--- src/sv/tsbc_pkg.sv ---
package tsbc_pkg;

   localparam logic [31:0] DELTA = 32'h9e37_79b9;

   localparam int KEY_WIDTH   = 32;
   localparam int HALF_WIDTH  = 32;
   localparam int CSR_IDX_W   = 2;

   // Register indexes on the configuration port.
   localparam logic [CSR_IDX_W-1:0] CSR_KEY_WORD_0 = 2'd0;
   localparam logic [CSR_IDX_W-1:0] CSR_KEY_WORD_1 = 2'd1;
   localparam logic [CSR_IDX_W-1:0] CSR_KEY_WORD_2 = 2'd2;
   localparam logic [CSR_IDX_W-1:0] CSR_KEY_WORD_3 = 2'd3;

   // Operation codes carried on req_tuser.
   localparam logic FUNC_ENCRYPT = 1'b0;
   localparam logic FUNC_DECRYPT = 1'b1;

   typedef struct packed {
      logic [KEY_WIDTH-1:0] k0;
      logic [KEY_WIDTH-1:0] k1;
      logic [KEY_WIDTH-1:0] k2;
      logic [KEY_WIDTH-1:0] k3;
   } key_set_type;

   typedef struct packed {
      logic                  func;
      logic [HALF_WIDTH-1:0] h1;
      logic [HALF_WIDTH-1:0] h0;
   } item_type;

   typedef struct packed {
      logic [HALF_WIDTH-1:0] h1;
      logic [HALF_WIDTH-1:0] h0;
   } result_type;

endpackage

--- src/sv/tsbc_out_skid.sv ---
module tsbc_out_skid (
   input  logic                   clock,
   input  logic                   reset,
   input  logic                   in_valid,
   input  tsbc_pkg::result_type   in_data,
   output logic                   full,
   output logic                   rsp_tvalid,
   input  logic                   rsp_tready,
   output logic [63:0]            rsp_tdata   // result_low [31:0], result_high [63:32]
);

   logic                 out_valid_ff;
   logic                 out_valid_in;
   tsbc_pkg::result_type out_data_ff;
   tsbc_pkg::result_type out_data_in;
   logic                 skid_valid_ff;
   logic                 skid_valid_in;
   tsbc_pkg::result_type skid_data_ff;
   tsbc_pkg::result_type skid_data_in;
   logic                 out_free;

   // The skid register catches the one result that arrives while the output
   // register is stalled; the pipeline is frozen as long as it is occupied.
   always_comb begin
      out_free      = rsp_tready || !out_valid_ff;
      out_valid_in  = out_valid_ff;
      out_data_in   = out_data_ff;
      skid_valid_in = skid_valid_ff;
      skid_data_in  = skid_data_ff;
      if (out_free) begin
         if (skid_valid_ff) begin
            out_valid_in  = 1'b1;
            out_data_in   = skid_data_ff;
            skid_valid_in = 1'b0;
         end else begin
            out_valid_in = in_valid;
            out_data_in  = in_data;
         end
      end else if (in_valid) begin
         skid_valid_in = 1'b1;
         skid_data_in  = in_data;
      end
   end

   always_ff @(posedge clock) begin
      if (reset) begin
         out_valid_ff  <= 1'b0;
         skid_valid_ff <= 1'b0;
      end else begin
         out_valid_ff  <= out_valid_in;
         skid_valid_ff <= skid_valid_in;
      end
   end

   always_ff @(posedge clock) begin
      out_data_ff  <= out_data_in;
      skid_data_ff <= skid_data_in;
   end

   assign full       = skid_valid_ff;
   assign rsp_tvalid = out_valid_ff;
   assign rsp_tdata  = {out_data_ff.h1, out_data_ff.h0};

endmodule

--- config.mk ---
export PLATFORM = sky130hd
export DESIGN_NAME = tsbc_out_skid
export DESIGN_NICKNAME = d
export VERILOG_FILES = /design/src/sv/tsbc_pkg.sv /design/src/sv/tsbc_out_skid.sv
export SDC_FILE = /design/constraint.sdc
export NUM_CORES = 1
export LEC_CHECK = 0
export BUFFER_PORTS_ARGS = -buffer_cell sky130_fd_sc_hd__buf_2
export CELL_PAD_IN_SITES_DETAIL_PLACEMENT = 0
export CELL_PAD_IN_SITES_GLOBAL_PLACEMENT = 1
export CORE_AREA = 2 2 109 111
export DETAILED_ROUTE_END_ITERATION = 6
export DIE_AREA = 0 0 111 113
export PLACE_DENSITY_LB_ADDON = 0.1
export RECOVER_POWER = 50
export SYNTH_ARGS = -nofsm -noshare
export SYNTH_HDL_FRONTEND = slang
export SYNTH_SLANG_ARGS = --single-unit
--- constraint.sdc ---
create_clock -name clock -period 8.9 [get_ports clock]
set_input_delay 1.78 -clock clock [delete_from_list [all_inputs] [get_ports clock]]
set_output_delay 1.78 -clock clock [all_outputs]
set_load 0.02 [all_outputs]
==> run metrics, run 1 <==
IO buf count 133; violated checks capacitance limit, slew limit; critical path launch point type input pin; First-pass DRT Iterations 4; Critical Path RT roughly 8.9 ns; simple-gate share of the synthesized area 0.00486; VDD IR max 0.0960 mV; Worst Path Arrival about 4.8 ns; detailed-route DRC error count 0; NumNets Final around 420; Post-CTS Hold Buffers 0; number of flops mapped to enable cells by yosys 128; Worst R2R Start rsp_tvalid$_SDFFE_PP0P_; Endpoint, Worst Hold rsp_tdata[18]$_DFFE_PP_; count leader, synth edfxtp_1; die width ~110 um; Synth top area share 0.785; reg-to-reg endpoint skid_data_ff[47]$_DFFE_PP_; Final Non-Filler Cells just over 500; Place WS 5.06 ns; H-tree lvl count 4; Yosys reg bits 130; fin crit share 0.532; Max-Slew Margin vs Limit -1.13; mapped cell area 4890 sq um; Synth top cells by count 128 x edfxtp_1, 49 x mux2_4, 15 x mux2_2, 6 x buf_6; CP max FO 67; hold_sp skid_data_ff[18]$_DFFE_PP_; vias per cell 4.62; Synth area leaders edfxtp_1 79%, mux2_4 15%, mux2_2 3.5%; CTS root buf clkbuf_16; Setup WS post-layout ~4.2 ns; core area between 10,000 and 15,000 sq um; DR WL/cell ~16 um; Core Rows 39; Post-DRT Antenna Nets 0; ys async rst share 0; Global Route Usage Sum 0.136; Mapped Nets ~280; GP Congestion a little under 0.7; final setup vio count 0; Yosys top cell by area edfxtp_1; DR vias approximately 2,300; vias in the first global route 2,418; CTS max path bufs 2; initial antenna violation count 0; final wirelength ~8.3 mm; Die ar. around 13,000 sq um; CTS tree yes; Reg clk slew, reported paths ~0.050 ns; Seq/Total Area, Yosys 0.794; final core utilization 0.528; CTS resizes 0; P per Cell Area approximately 240 nW/um^2; Layout Skew ~0.0072 ns; Setup Fix Bufs, Post-CTS 0; Antenna diodes 0; largest family of logic cells by synthesized area multiplexers; Crit. End Element register; max frequency about 210 MHz; Starting Density 0.434; total grt overflow 0; worst setup path start rsp_tready; Area Overhead vs Synth 21.7%; Starting DRT DRC Count 90; met1 Use GR 0.166; GRT met2 Usage 0.207; filler instances 978; r2r worst-path depth 3; Mapped Avg Cell Area between 20 and 25 sq um; WHS Path Cells 1; R2R Setup Slk 5.39 ns; Hold Slack between 0.5 and 0.6 ns; Tightest Pin Transition around 3.2 ns; busiest grt layer met2; first-pass GRT wire length about 13 mm; post-synthesis mux area share 0.185; final max-slew violation count slightly below 70; LEAKAGE around 2.2 nW; Setup TNS Final 0 ns; worst skew pair latency 0.40 ns; Cell Area, Placed ~5700 sq um; met3 Resource Use GR 0.0627; XOR/XNOR Fraction of Synth Area 0; cell count after synthesis 207; run status complete, but fails checks; Ports ~130; layout cell share with drive strength beyond 1 0.353; Synth Area in Compound Gates 0.00102; RSZ-0062 raised after global routing no; endpoints failing hold 0; largest net degree at the start of global routing 68; DP HPWL between 5 and 6 mm; die height approximately 110 um; overall power around 1.4 mW; placed cells roughly 480; CP Class input pin to register; YS warnings 0; max-cap viol count 1; unique cell type count in the Yosys netlist 11; Hold Crit Class register to register; CTS sink cnt 130; Post-synth top flop edfxtp_1; adder-cell share of the synthesized area 0; cts bufs inserted 17; Final Instance Area around 6000 sq um; min Tclk post-route approximately 4.7 ns
[where the power goes]
| part | internal, mW | total (mW) | switching (mW) | leakage, nW |
|---|---|---|---|---|
| combinational | 0.0343 | 0.0951 | 0.0608 | 0.666 |
| clock | 0.373 | 0.599 | 0.225 | 0.253 |
| sequential | 0.710 | 0.718 | 0.00867 | 1.26 |
| total | 1.12 | 1.41 | 0.295 | 2.18 |
[area by class of cell]
type	instances	area, sq um	share of cell area
tap	143	179	0.0300
timing repair buffer	135	622	0.104
inverter	1	3.75	0.000630
sequential	130	3890	0.653
clock buffer	20	437	0.0733
clock inverter	10	70.1	0.0118
multi-input combinational	69	757	0.127
[sequential cells by signal (all words and copies together), names as in the netlist]
name / count
skid_data_ff: 64
full: 1
rsp_tdata: 64
rsp_tvalid: 1
[cell usage in the layout, fill, tap and decap left out]
master       n
dfxtp_4      1
nand2b_1     1
clkbuf_1    50
nor2_1       1
buf_4        2
clkinv_2     5
clkinv_1     4
inv_1        1
mux2_2      15
nor3_2       1
bufinv_16    1
dfxtp_1      1
clkbuf_16   17
nor2_4       1
buf_2       86
mux2_1      49
edfxtp_1   128
a21oi_1      1
[worst max path at each step]
stage | end | slack, ns | depth (start not counted)
finish | skid_data_ff[47]$_DFFE_PP_ | 4.17 | 4
global route | skid_data_ff[46]$_DFFE_PP_ | 3.79 | 4
CTS | skid_data_ff[1]$_DFFE_PP_ | 5.48 | 4
detailed placement | skid_data_ff[20]$_DFFE_PP_ | 5.06 | 4
global placement | skid_data_ff[18]$_DFFE_PP_ | 5.09 | 4
floorplan | skid_data_ff[0]$_DFFE_PP_ | 2.18 | 2
[cell families (layout without fill, tap and decap cells)]
family	Yosys count	count (layout)
muxes	64	64
AOI/OAI and AO/OA	1	1
and+or+nand+nor	4	4
buffers and inverters	8	166
DFF	130	130
[worst max-delay path: stages]
cell,delay (ns)
buf_2,0.09
nand2b_1,1.66
nor2_4,0.47
buf_4,0.70
[per-layer routing]
metal,share of wire,up-vias
met2,0.46,90
met3,0.081,13
met5,0,-
li1,-,1124
met4,0.016,0
met1,0.44,1118
Power figures use the tool's default switching activity.
==> inputs of run 2 (changes only) <==
Settings changed: ABC_AREA set to 1, CORE_AREA 2 2 109 111 to 2 2 112 114, DIE_AREA 0 0 111 113 to 0 0 114 116.
Clock period 8.9 ns to 4.6 ns, I/O delays scaled along.
==> run 2 against run 1 <==
  * The flow still finishes with violations (capacitance limit, slew limit)
  * Cell count rose by 27%
  * Count of clock-buffer cells in the layout fell by 3
  * Clock skew barely moved
  * Critical path type is now register to register
  * Critical endpoint is now rsp_tdata[38]$_DFFE_PP_
  * Largest cell class unchanged
  * Highest routed layer unchanged
==> run metrics, run 2 <==
LEAKAGE about 2.4 nW; most common cell after layout, fill and taps aside edfxtp_1; Synth top area share 0.798; Setup WS post-layout between 1.5 and 2 ns; Setup Fix Bufs, Post-CTS 0; die width ~110 um; unique cell type count in the Yosys netlist 13; CP Class register to register; filler instances 1,094; Post-CTS Hold Buffers 0; DR WL/cell 13.9 um; VDD IR max 0.227 mV; Die ar. roughly 13,000 sq um; Post-synth top flop edfxtp_1; Endpoint, Worst Hold rsp_tdata[32]$_DFFE_PP_; overall power between 2 and 3 mW; CTS max path bufs 2; Crit. End Element register; Yosys reg bits 130; Setup TNS Final 0 ns; cts bufs inserted 17; vias per cell roughly 4.4; Reg clk slew, reported paths about 0.060 ns; detailed-route DRC error count 0; worst setup path start full$_SDFFE_PP0P_; H-tree lvl count 4; RSZ-0062 raised after global routing no; r2r worst-path depth 2; vias in the first global route roughly 2,700; crit path cell chain clkbuf_2, o21ai_0; Ports approximately 130; NumNets Final ~550; Worst path max stage delay 1.45 ns; number of flops mapped to enable cells by yosys approximately 130; fin crit share 0.568; layout cell share with drive strength beyond 1 0.230; count leader, synth edfxtp_1; CP bufs+invs 1; GP Congestion 0.702; Max-Slew Margin vs Limit -0.424; Worst Path Arrival 2.67 ns; final wirelength 8.95 mm; Synth area leaders edfxtp_1 80%, o21ai_0 6.1%, inv_1 5.2%; First-pass DRT Iterations 4; max frequency around 380 MHz; core area between 10,000 and 15,000 sq um; cell count after synthesis 346; critical path's slowest cell clkbuf_2; worst skew pair latency slightly above 0.4 ns; mapped cell area about 4800 sq um; R2R Setup Slk about 2 ns; Yosys top cell by area edfxtp_1; Place WS about 1.6 ns; hold_sp skid_data_ff[32]$_DFFE_PP_; run status complete, but fails checks; CTS sink cnt 130; die height ~120 um; Worst R2R Start full$_SDFFE_PP0P_; critical path launch point type register; CTS resizes 0; Area Overhead vs Synth 27.1%; Seq/Total Area, Yosys 0.807; Antenna diodes 0; Core Rows 40; Tightest Pin Transition roughly 2.1 ns; Mapped Nets 414; DR vias 2,844; CTS tree yes; initial antenna violation count 0; final setup vio count 0; final max-slew violation count 131; Critical Path RT 4.66 ns; CP max FO 130; total grt overflow 0; Mapped Avg Cell Area between 10 and 15 sq um; max-cap viol count 1; IO buf count 133; YS warnings 0; Post-DRT Antenna Nets 0; WHS Path Cells 2; Starting Density 0.404; reg-to-reg endpoint rsp_tdata[38]$_DFFE_PP_; largest net degree at the start of global routing between 100 and 150; Global Route Usage Sum 0.141; Hold Crit Class register to register; min Tclk post-route 2.61 ns; violated checks capacitance limit, slew limit; Starting DRT DRC Count ~260; P per Cell Area between 400 and 500 nW/um^2; Worst path top cell family by delay buffers and inverters; Layout Skew approximately 0.0076 ns; Synth top cells by count 128 x edfxtp_1, 67 x inv_1, 66 x nand2_1, 59 x o21ai_0; DP HPWL between 5 and 6 mm; most frequent cells in the layout 128 x edfxtp_1, 80 x buf_2, 67 x inv_1; endpoints failing hold 0; first-pass GRT wire length approximately 14 mm; ys async rst share 0; CTS root buf clkbuf_16
[run 2: worst reg2reg max path: cells and delay by family (launching register included)]
| kind | cells | cell delay [ns] |
|---|---|---|
| flip-flops | 1 | 0.34 |
| buffers and inverters | 1 | 1.45 |
| AO/OA/AOI/OAI | 1 | 0.48 |
[run 2: kinds of logic (layout without fill, tap and decap cells)]
family,count (synthesis),in the layout,synth area share
AO/OA/AOI/OAI,65,65,0.0676
buffers and inverters,81,234,0.0709
flip-flops,130,130,0.807
AND/OR/NAND/NOR,70,70,0.0548
[run 2: worst max-delay path by stage]
stage / end / cells after the start
global route: rsp_tdata[39]$_DFFE_PP_ / 2
finish: rsp_tdata[38]$_DFFE_PP_ / 2
CTS: skid_data_ff[9]$_DFFE_PP_ / 5
detailed placement: skid_data_ff[8]$_DFFE_PP_ / 5
floorplan: skid_data_ff[0]$_DFFE_PP_ / 3
global placement: skid_data_ff[26]$_DFFE_PP_ / 5
[run 2: per-layer routing]
metal,up-vias,wire [um],global-route usage
met5,-,0,0
met3,8,665,0.0586
li1,1451,-,-
met4,0,85,0.0634
met1,1289,4060,0.179
met2,96,4140,0.215
[run 2: where the power goes]
group / total, mW / switching [mW] / internal [mW]
combinational: 0.203 / 0.141 / 0.0618
sequential: 1.40 / 0.0182 / 1.38
clock: 1.28 / 0.486 / 0.790
total: 2.88 / 0.645 / 2.23
[run 2: metrics by stage]
step / instance area, sq um / hold WS, ns / instances / utilization
finish: 6120 / 0.523 / 646 / 0.514
global route: 6120 / 0.549 / 646 / 0.514
CTS: 6190 / 0.525 / 646 / 0.520
detailed placement: 5620 / 0.512 / 614 / 0.472
global placement: 5620 / 0.506 / 614 / 0.472
floorplan: 4820 / 0.500 / 346 / -
[run 2: final cells by class]
cell class | instances | area, sq um | share of cell area
well taps | 147 | 184 | 0.0300
inverters | 67 | 251 | 0.0411
repair buffers | 135 | 624 | 0.102
clock inverters | 15 | 144 | 0.0235
clock buffers | 17 | 425 | 0.0695
flip-flops and latches | 130 | 3890 | 0.635
multi-input cells | 135 | 604 | 0.0987
