<file path="src/sv/tsbc_pkg.sv">
package tsbc_pkg;

   localparam logic [31:0] DELTA = 32'h9e37_79b9;

   localparam int KEY_WIDTH   = 32;
   localparam int HALF_WIDTH  = 32;
   localparam int CSR_IDX_W   = 2;

   // Register indexes on the configuration port.
   localparam logic [CSR_IDX_W-1:0] CSR_KEY_WORD_0 = 2'd0;
   localparam logic [CSR_IDX_W-1:0] CSR_KEY_WORD_1 = 2'd1;
   localparam logic [CSR_IDX_W-1:0] CSR_KEY_WORD_2 = 2'd2;
   localparam logic [CSR_IDX_W-1:0] CSR_KEY_WORD_3 = 2'd3;

   // Operation codes carried on req_tuser.
   localparam logic FUNC_ENCRYPT = 1'b0;
   localparam logic FUNC_DECRYPT = 1'b1;

   typedef struct packed {
      logic [KEY_WIDTH-1:0] k0;
      logic [KEY_WIDTH-1:0] k1;
      logic [KEY_WIDTH-1:0] k2;
      logic [KEY_WIDTH-1:0] k3;
   } key_set_type;

   typedef struct packed {
      logic                  func;
      logic [HALF_WIDTH-1:0] h1;
      logic [HALF_WIDTH-1:0] h0;
   } item_type;

   typedef struct packed {
      logic [HALF_WIDTH-1:0] h1;
      logic [HALF_WIDTH-1:0] h0;
   } result_type;

endpackage

</file>
<file path="src/sv/tsbc_half_round.sv">
module tsbc_half_round #(
   parameter int ROUNDS = 32,
   parameter int STEP   = 0
) (
   input  tsbc_pkg::item_type    item_i,
   input  tsbc_pkg::key_set_type keys_i,
   output tsbc_pkg::item_type    item_o
);

   // Encryption updates half 0 on even steps and half 1 on odd steps;
   // decryption walks the rounds backwards, so the order is swapped.
   localparam int          ENC_MULT = STEP / 2 + STEP % 2;
   localparam int          DEC_MULT = ROUNDS - STEP / 2 - STEP % 2;
   localparam logic [63:0] ENC_PROD = 64'(ENC_MULT) * 64'(tsbc_pkg::DELTA);
   localparam logic [63:0] DEC_PROD = 64'(DEC_MULT) * 64'(tsbc_pkg::DELTA);
   localparam logic [31:0] ENC_SUM  = ENC_PROD[31:0];
   localparam logic [31:0] DEC_SUM  = DEC_PROD[31:0];
   localparam logic        ODD_STEP = 1'((STEP % 2) != 0);

   logic        decrypt;
   logic        update_h0;
   logic [31:0] x;
   logic [31:0] target;
   logic [31:0] ka;
   logic [31:0] kb;
   logic [31:0] sum;
   logic [31:0] mix;
   logic [31:0] updated;

   always_comb begin
      decrypt   = (item_i.func == tsbc_pkg::FUNC_DECRYPT);
      update_h0 = (ODD_STEP == decrypt);
      x         = update_h0 ? item_i.h1 : item_i.h0;
      target    = update_h0 ? item_i.h0 : item_i.h1;
      ka        = update_h0 ? keys_i.k0 : keys_i.k2;
      kb        = update_h0 ? keys_i.k1 : keys_i.k3;
      sum       = decrypt ? DEC_SUM : ENC_SUM;
      mix       = ((x << 4) + ka) ^ (x + sum) ^ ((x >> 5) + kb);
      updated   = decrypt ? (target - mix) : (target + mix);

      item_o      = item_i;
      if (update_h0) begin
         item_o.h0 = updated;
      end else begin
         item_o.h1 = updated;
      end
   end

endmodule

</file>
<file path="config.mk">
export PLATFORM = sky130hd
export DESIGN_NAME = tsbc_half_round
export DESIGN_NICKNAME = d
export VERILOG_FILES = /design/src/sv/tsbc_pkg.sv /design/src/sv/tsbc_half_round.sv
export SDC_FILE = /design/constraint.sdc
export NUM_CORES = 1
export LEC_CHECK = 0
export BUFFER_PORTS_ARGS = -buffer_cell sky130_fd_sc_hd__buf_4
export CAP_MARGIN = 0
export CORE_MARGIN = 10
export CORE_UTILIZATION = 30
export DETAILED_ROUTE_END_ITERATION = 16
export PLACE_DENSITY = 0.58
export SYNTH_ARGS = -nofsm -noshare
export SYNTH_HDL_FRONTEND = slang
export SYNTH_SLANG_ARGS = --single-unit
</file>
<file path="constraint.sdc">
create_clock -name vclk -period 11.2
set_input_delay 1.12 -clock vclk [all_inputs]
set_output_delay 1.12 -clock vclk [all_outputs]
set_load 0.005 [all_outputs]
</file>
==> impl_metrics.ini, run 1 <==
[outcome]
status = completed

[synth]
syn_area_per_cell_um2 = 7.30
synth.most_common_cell = nand2_1
ys_seq_area_share_pct = 0
synth.largest_area_cell = ha_1
syn_inst = 1246
syn_area_um2 = 9100
synthTopCellsByArea = ha_1 13%, xnor2_1 13%, mux2_2 12%
synth_fp_nets = 1537
synth_commonest_cells = 153 x nand2_1, 130 x xnor2_1, 96 x mux2_2, 95 x ha_1, 94 x a21oi_1
synth.distinct_cells = 91
yosysWarnings = 0
yosysTopAreaCellShare_pct = 13.1

[grt]
gr-total-overflow = 0
grt_use_total_pct = 17.7
antenna_found_initial = 1
grt_pass1_vias = 9690
grt_max_degree = 111
grt_pass1_wl_um = 54700

[pwr]
powerDensity_nw_per_um2 = 200
power_mw = 2.26
seqPwrFrac_pct = 0
internal_power_mw = 1.03
p_switching_mw = 1.22
pwr-share-clk_pct = 0
peakVddDrop_v = 0.000114
p_leak_nw = 5.19
comb_power_share_pct = 100.0
swShare_pct = 54.3

[die]
initial_utilization_pct = 30.5
core_um2 = 29800
dieArea_um2 = 37700
num_rows = 63
io_pins = 258
die_y_um = 194
die_w_um = 194

[setup_path]
crit_path_end_kind = output port
crit_path_top_delay_cell = o31ai_1
start_kind = input pin
critical_path.top_delay_family = compound AO/OA/AOI/OAI gates
crit_type = input pin to output port
worstPathRequired_ns = 10.08
path_common_cell = xnor2_1
critPathMaxFanout = 110
cp.arrival_ns = 8.21
crit_path_max_incr_delay_ns = 0.72
crit_buf_inv = 4

[clock_tree]
cts_setup_buffers = 0
cts_resized = 0
hold_buffers = 0

[drt]
drtPass1Iterations = 6
remaining_drc_errors = 0
ant_nets = 0
vias_per_cell = 5.47
drt_iter0_markers = 993
avgRoutedWirePerCell_um = 19.6
routed_wl_um = 36100
via_count = 10103

[sta]
setup_violations = 0
relSlewSlack_pct = 41.6
post-route-period-util_pct = 83.3
slew_violations = 0
fin_crit_ns = 9.33
tightest_slew_ns = 0.876
finalSetupTns_ns = 0
rsz0062_at_grt = no
max_freq_mhz = 107
hold_viol = 0

[layout]
drive_gt1_share_pct = 27.2
fillers = 3107
design.seq.count = 0
area_growth_pct = 24.2
clkbuf_count = 0
regArea_um2 = 0
multiInputGateArea_um2 = 8640
fin_nets = 1748

[placement]
place_congestion = 0.928
hpwlAfterDp_um = 30800
portBuffers = 258

[flow_run]
cap_violations = 0

[hold_path]
hold_path_class = input pin to output port
## layout make-up
class | count | area share [%]
multi-input combinational | 1145 | 76.5
tap | 390 | 4.32
antenna | 1 | 0.0221
timing repair buffer | 263 | 17.6
inverter | 47 | 1.56
## kinds of logic (layout without fill, tap and decap cells)
logic type	after synthesis	after routing	synth area share, %
AO/OA/AOI/OAI	371	371	27.1
adder cells (fa/ha/maj)	98	98	13.7
buffers and inverters	101	310	5.00
other	0	1	0
AND/OR/NAND/NOR	381	381	20.7
XOR/XNOR	186	186	20.0
multiplexers	109	109	13.4
## power by group through the flow
stage                     registers (mW)  logic, mW  clock network (mW)
after global placement                 0       2.23                   0
after detailed placement               0       2.22                   0
after CTS                              0       2.24                   0
final                                  0       2.26        0.0000000120
after floorplan                        0       1.50                   0
after global routing                   0       2.48        0.0000000120
## placed cells by master (no fill, tap or decap), drive strengths merged, types with 5 or more instances in the layout
cell and instances:
and2 13, o21bai 9, nor2 66, nor3b 9, and3 14, buf 262
a21oi 95, mux2 98, a21bo 8, nand4 15, xor2 42, mux2i 11
or3 5, o211ai 15, inv 47, a211o 6, nand3 24, o21a 12
o31ai 14, nand2 153, a31oi 29, or2 6, nor4 5, o21ai 81
a211oi 10, xnor2 130, a21boi 7, a21o 39, nand2b 12, xnor3 13
nor3 27, a31o 7, ha 95, nor2b 15
## through the flow
stage	setup slack [ns]	hold WS, ns	std cells	cell area (um2)	utilization (%)
floorplan	1.74	2.30	1246	9100	-
global placement	2.10	2.53	1845	11300	37.9
detailed placement	2.03	2.53	1845	11300	37.9
CTS	1.99	2.53	1845	11300	37.9
global route	1.24	2.55	1846	11300	37.9
finish	1.87	2.53	1846	11300	37.9
## layer usage
layer / vias to the layer above / wire, um / global-route usage (%)
met5: - / 0 / 0
met4: 0 / 362 / 1.59
met3: 22 / 2500 / 2.01
met2: 378 / 16100 / 28.2
met1: 4686 / 17200 / 25.6
li1: 5017 / - / -
## path summary, 6_finish.rpt
kind	slack [ns]	to	cells after the start	start
setup / recovery	1.87	item_o[31]	29	item_i[64]
hold / removal	2.53	item_o[29]	4	item_i[29]
Note: power is estimated with default switching activity, not from simulation.
==> run 2: changes to the inputs <==
==> constraint.sdc (replaced) <==
create_clock -name vclk -period 9.2
set_input_delay 0.92 -clock vclk [all_inputs]
set_output_delay 0.92 -clock vclk [all_outputs]
set_load 0.005 [all_outputs]
==> run 2 against run 1 <==
  * Utilization rose by 0.18 points
  * Non-clock buffer count rose by 7
  * Final cell count rose by 0.38%
  * First-iteration DRC count fell by 13%
  * Largest cell class unchanged
  * Largest power group unchanged
  * Highest routed layer unchanged
==> impl_metrics.ini, run 2 (synthesis results as in run 1) <==
[outcome]
status = completed

[placement]
place_congestion = 0.942
hpwlAfterDp_um = 31600
dp.cells = 1852
portBuffers = 258

[die]
core_um2 = 29800
die_y_um = 194
io_pins = 258
initial_utilization_pct = 30.5
dieArea_um2 = 37700
num_rows = 63
die_w_um = 194

[setup_path]
crit_path_top_delay_cell = a221oi_2
crit_path_start = item_i[64]
cp.arrival_ns = 7.73
crit_path_end_kind = output port
crit_type = input pin to output port
start_kind = input pin
critPathMaxFanout = 36
worstPathRequired_ns = 8.28
crit_path_max_incr_delay_ns = 0.62

[sta]
setup_violations = 0
slew_violations = 0
post-route-period-util_pct = 94.0
relSlewSlack_pct = 44.5
hold_viol = 0
tightest_slew_ns = 0.823
finalSetupTns_ns = 0
fin_crit_ns = 8.65
rsz0062_at_grt = no
max_freq_mhz = 116

[drt]
via_count = 10034
ant_nets = 0
routed_wl_um = 36500
drt_iter0_markers = 861
vias_per_cell = 5.42
drtPass1Iterations = 5
remaining_drc_errors = 0
avgRoutedWirePerCell_um = 19.7

[clock_tree]
hold_buffers = 0
cts_resized = 0
cts_setup_buffers = 0

[layout]
mostFrequentLayoutCells = 268 x buf_4, 153 x nand2_1, 130 x xnor2_1
area_growth_pct = 24.8
design.seq.count = 0
drive_gt1_share_pct = 27.6
final_common_cell = buf_4
clkbuf_count = 0
finalNonFillerCells = 1853
regArea_um2 = 0
multiInputGateArea_um2 = 8640
fin_nets = 1755
fillers = 3166

[pwr]
power_mw = 2.75
powerDensity_nw_per_um2 = 242
peakVddDrop_v = 0.000137
p_leak_nw = 5.22

[flow_run]
cap_violations = 0

[grt]
grt_pass1_wl_um = 55600
gr-total-overflow = 0
antenna_found_initial = 1
grt_use_total_pct = 17.9
grt_max_degree = 66
grt_pass1_vias = 9757

[hold_path]
hold_path_class = input pin to output port
hold_start = item_i[29]
## run 2: cell count changes in the layout (fill, tap and decap cells not counted), sizes merged
cell | before | now
buf | 262 | 269
## run 2: power by group
| part | switching, mW | internal, mW | leakage, nW |
|---|---|---|---|
| Sequential | 0 | 0 | 0 |
| Combinational | 1.49 | 1.26 | 5.22 |
| Clock | 0 | 0.0000000146 | 0.00000634 |
| Total | 1.49 | 1.26 | 5.22 |
## run 2: worst paths after layout
path                    endpoint  depth (start not counted)
worst max-delay path  item_o[31]                         25
worst min-delay path  item_o[29]                          4
## run 2: area by class of cell
class / count / share of cell area, %
Timing Repair Buffer: 270 / 18.0
Inverter: 47 / 1.55
Antenna cell: 1 / 0.0220
Multi-Input combinational cell: 1145 / 76.1
Tap cell: 390 / 4.30
## run 2: critical path, delay by kind of cell
family | cells | cell delay, ns
AOI/OAI and AO/OA | 12 | 2.94
adders and majority gates | 2 | 0.73
and+or+nand+nor | 2 | 0.64
xor gates and xnor gates | 4 | 1.04
muxes | 2 | 0.65
buffers and inverters | 3 | 0.79
## run 2: metrics by stage
stage	setup slack, ns	util, %	hold WS [ns]	cell area, um2
after floorplan	0.143	-	1.90	9100
after global placement	0.727	38.1	2.13	11400
after detailed placement	0.661	38.1	2.13	11400
after CTS	0.639	38.1	2.13	11400
after global routing	0.196	38.1	2.14	11400
final	0.551	38.1	2.12	11400
## run 2: per-layer routing
layer | GRT usage [%] | part of all wire, % | vias to the layer above | wire length, um
li1 | - | - | 5009 | -
met1 | 26.3 | 48 | 4687 | 17500
met2 | 28.5 | 45 | 320 | 16400
met3 | 1.64 | 6.5 | 18 | 2370
met4 | 1.56 | 0.83 | 0 | 303
met5 | 0 | 0 | - | 0
==> run 3: changes to the inputs <==
--- a/config.mk
+++ b/config.mk
@@ -7,10 +7,12 @@
 export LEC_CHECK = 0
 export BUFFER_PORTS_ARGS = -buffer_cell sky130_fd_sc_hd__buf_4
 export CAP_MARGIN = 0
+export CELL_PAD_IN_SITES_DETAIL_PLACEMENT = 2
+export CELL_PAD_IN_SITES_GLOBAL_PLACEMENT = 2
 export CORE_MARGIN = 10
 export CORE_UTILIZATION = 30
 export DETAILED_ROUTE_END_ITERATION = 16
-export PLACE_DENSITY = 0.58
+export PLACE_DENSITY = 0.9
 export SYNTH_ARGS = -nofsm -noshare
 export SYNTH_HDL_FRONTEND = slang
 export SYNTH_SLANG_ARGS = --single-unit
==> constraint.sdc (replaced) <==
create_clock -name vclk -period 10.01
set_input_delay 1.001 -clock vclk [all_inputs]
set_output_delay 1.001 -clock vclk [all_outputs]
set_load 0.005 [all_outputs]
==> run 3 against run 2 <==
  * Die area unchanged
  * Largest power group unchanged
  * Final area decreased by 0.23%
  * Largest cell class unchanged
  * Non-clock buffer count decreased by 6
  * Flip-flop and latch count unchanged
  * Critical path depth increased by 2
  * Routed wire length increased by 30%
  * Highest routed layer unchanged
  * Global-route usage increased by 5.2 points
  * Critical endpoint unchanged
  * Via count increased by 9.4%
  * Critical path type unchanged
==> impl_metrics.ini, run 3 (synthesis results as in run 1) <==
[setup_path]
crit_path_top_delay_cell = buf_4
cp.arrival_ns = 8.39
critPathMaxFanout = 113
worstPathRequired_ns = 9.01
crit_type = input pin to output port
crit_path_max_incr_delay_ns = 0.54
start_kind = input pin
crit_path_end_kind = output port

[layout]
area_growth_pct = 24.5
final_common_cell = buf_4
finish.utilization_pct = 38.0
mostFrequentLayoutCells = 262 x buf_4, 153 x nand2_1, 130 x xnor2_1
design.seq.count = 0
fin_nets = 1749
clkbuf_count = 0
drive_gt1_share_pct = 27.3
regArea_um2 = 0

[drt]
remaining_drc_errors = 0
avgRoutedWirePerCell_um = 25.7
routed_wl_um = 47600
drt_iter0_markers = 916
vias_per_cell = 5.92
drtPass1Iterations = 5
via_count = 10975
ant_nets = 0

[hold_path]
hold_path_class = input pin to output port
holdPathStages = 4

[sta]
hold_viol = 0
finalSetupTns_ns = 0
tightest_slew_ns = 0.893
max_freq_mhz = 106
fin_crit_ns = 9.39
slew_violations = 0
relSlewSlack_pct = 39.8
rsz0062_at_grt = no
setup_violations = 0
post-route-period-util_pct = 93.8

[pwr]
powerDensity_nw_per_um2 = 239
p_leak_nw = 5.19
power_mw = 2.71
peakVddDrop_v = 0.000134

[grt]
antenna_found_initial = 8
grt_pass1_wl_um = 70900
gr-total-overflow = 0
grt_max_degree = 114
grt_use_total_pct = 23.1
grt_pass1_vias = 11851

[die]
num_rows = 63
dieArea_um2 = 37700
io_pins = 258
core_um2 = 29800
die_w_um = 194
die_y_um = 194
initial_utilization_pct = 30.5

[placement]
portBuffers = 258
place_congestion = 0.908
hpwlAfterDp_um = 40500

[outcome]
status = completed

[clock_tree]
cts_setup_buffers = 0
hold_buffers = 0
cts_resized = 0

[flow_run]
cap_violations = 0
run 3: changes by cell type in the layout (fill, tap and decap cells not counted), sizes merged:
cell / previous run / this run
diode: 1 / 8
buf: 269 / 264
clkbuf: 1 / 0
run 3: report_power, final:
part | internal, mW | switching, mW | leakage [nW] | total, mW
clock | 0.000000107 | 0 | 0.0000507 | 0.000000107
combinational | 1.16 | 1.54 | 5.19 | 2.71
sequential | 0 | 0 | 0 | 0
total | 1.16 | 1.54 | 5.19 | 2.71
run 3: area by class of cell:
| cell class | instances | area [um2] |
|---|---|---|
| Fill cell | 3525 | 18500 |
| Multi-Input combinational cell | 1145 | 8640 |
| Timing Repair Buffer | 264 | 2000 |
| Tap cell | 390 | 488 |
| Inverter | 47 | 176 |
| Antenna cell | 8 | 20.0 |
run 3: through the flow:
stage                     area (um2)  hold slack [ns]  cells  setup slack (ns)
after floorplan                 9100             2.06   1246             0.791
after global placement         11300             2.29   1846              1.13
after detailed placement       11300             2.31   1846             0.740
after CTS                      11300             2.31   1846             0.698
after global routing           11300             2.31   1854             0.125
final                          11300             2.30   1854             0.618
run 3: worst paths after layout:
path	startpoint	endpoint	slack, ns
worst max-delay path	item_i[64]	item_o[31]	0.62
worst min-delay path	item_i[21]	item_o[21]	2.30
run 3: metal layers:
| layer | track usage (%) | part of all wire [%] | up-vias |
|---|---|---|---|
| met5 | 0 | 0 | - |
| li1 | - | - | 5007 |
| met1 | 29.1 | 42 | 5468 |
| met2 | 39.5 | 49 | 411 |
| met4 | 7.78 | 3.6 | 0 |
| met3 | 2.85 | 5.6 | 89 |
run 3: critical path, delay by kind of cell:
kind | cells | cell delay [ns]
AND/OR/NAND/NOR | 10 | 2.00
AO/OA/AOI/OAI | 6 | 1.65
XOR/XNOR | 4 | 0.94
buffers and inverters | 3 | 1.16
adder cells (fa/ha/maj) | 2 | 0.83
multiplexers | 2 | 0.67
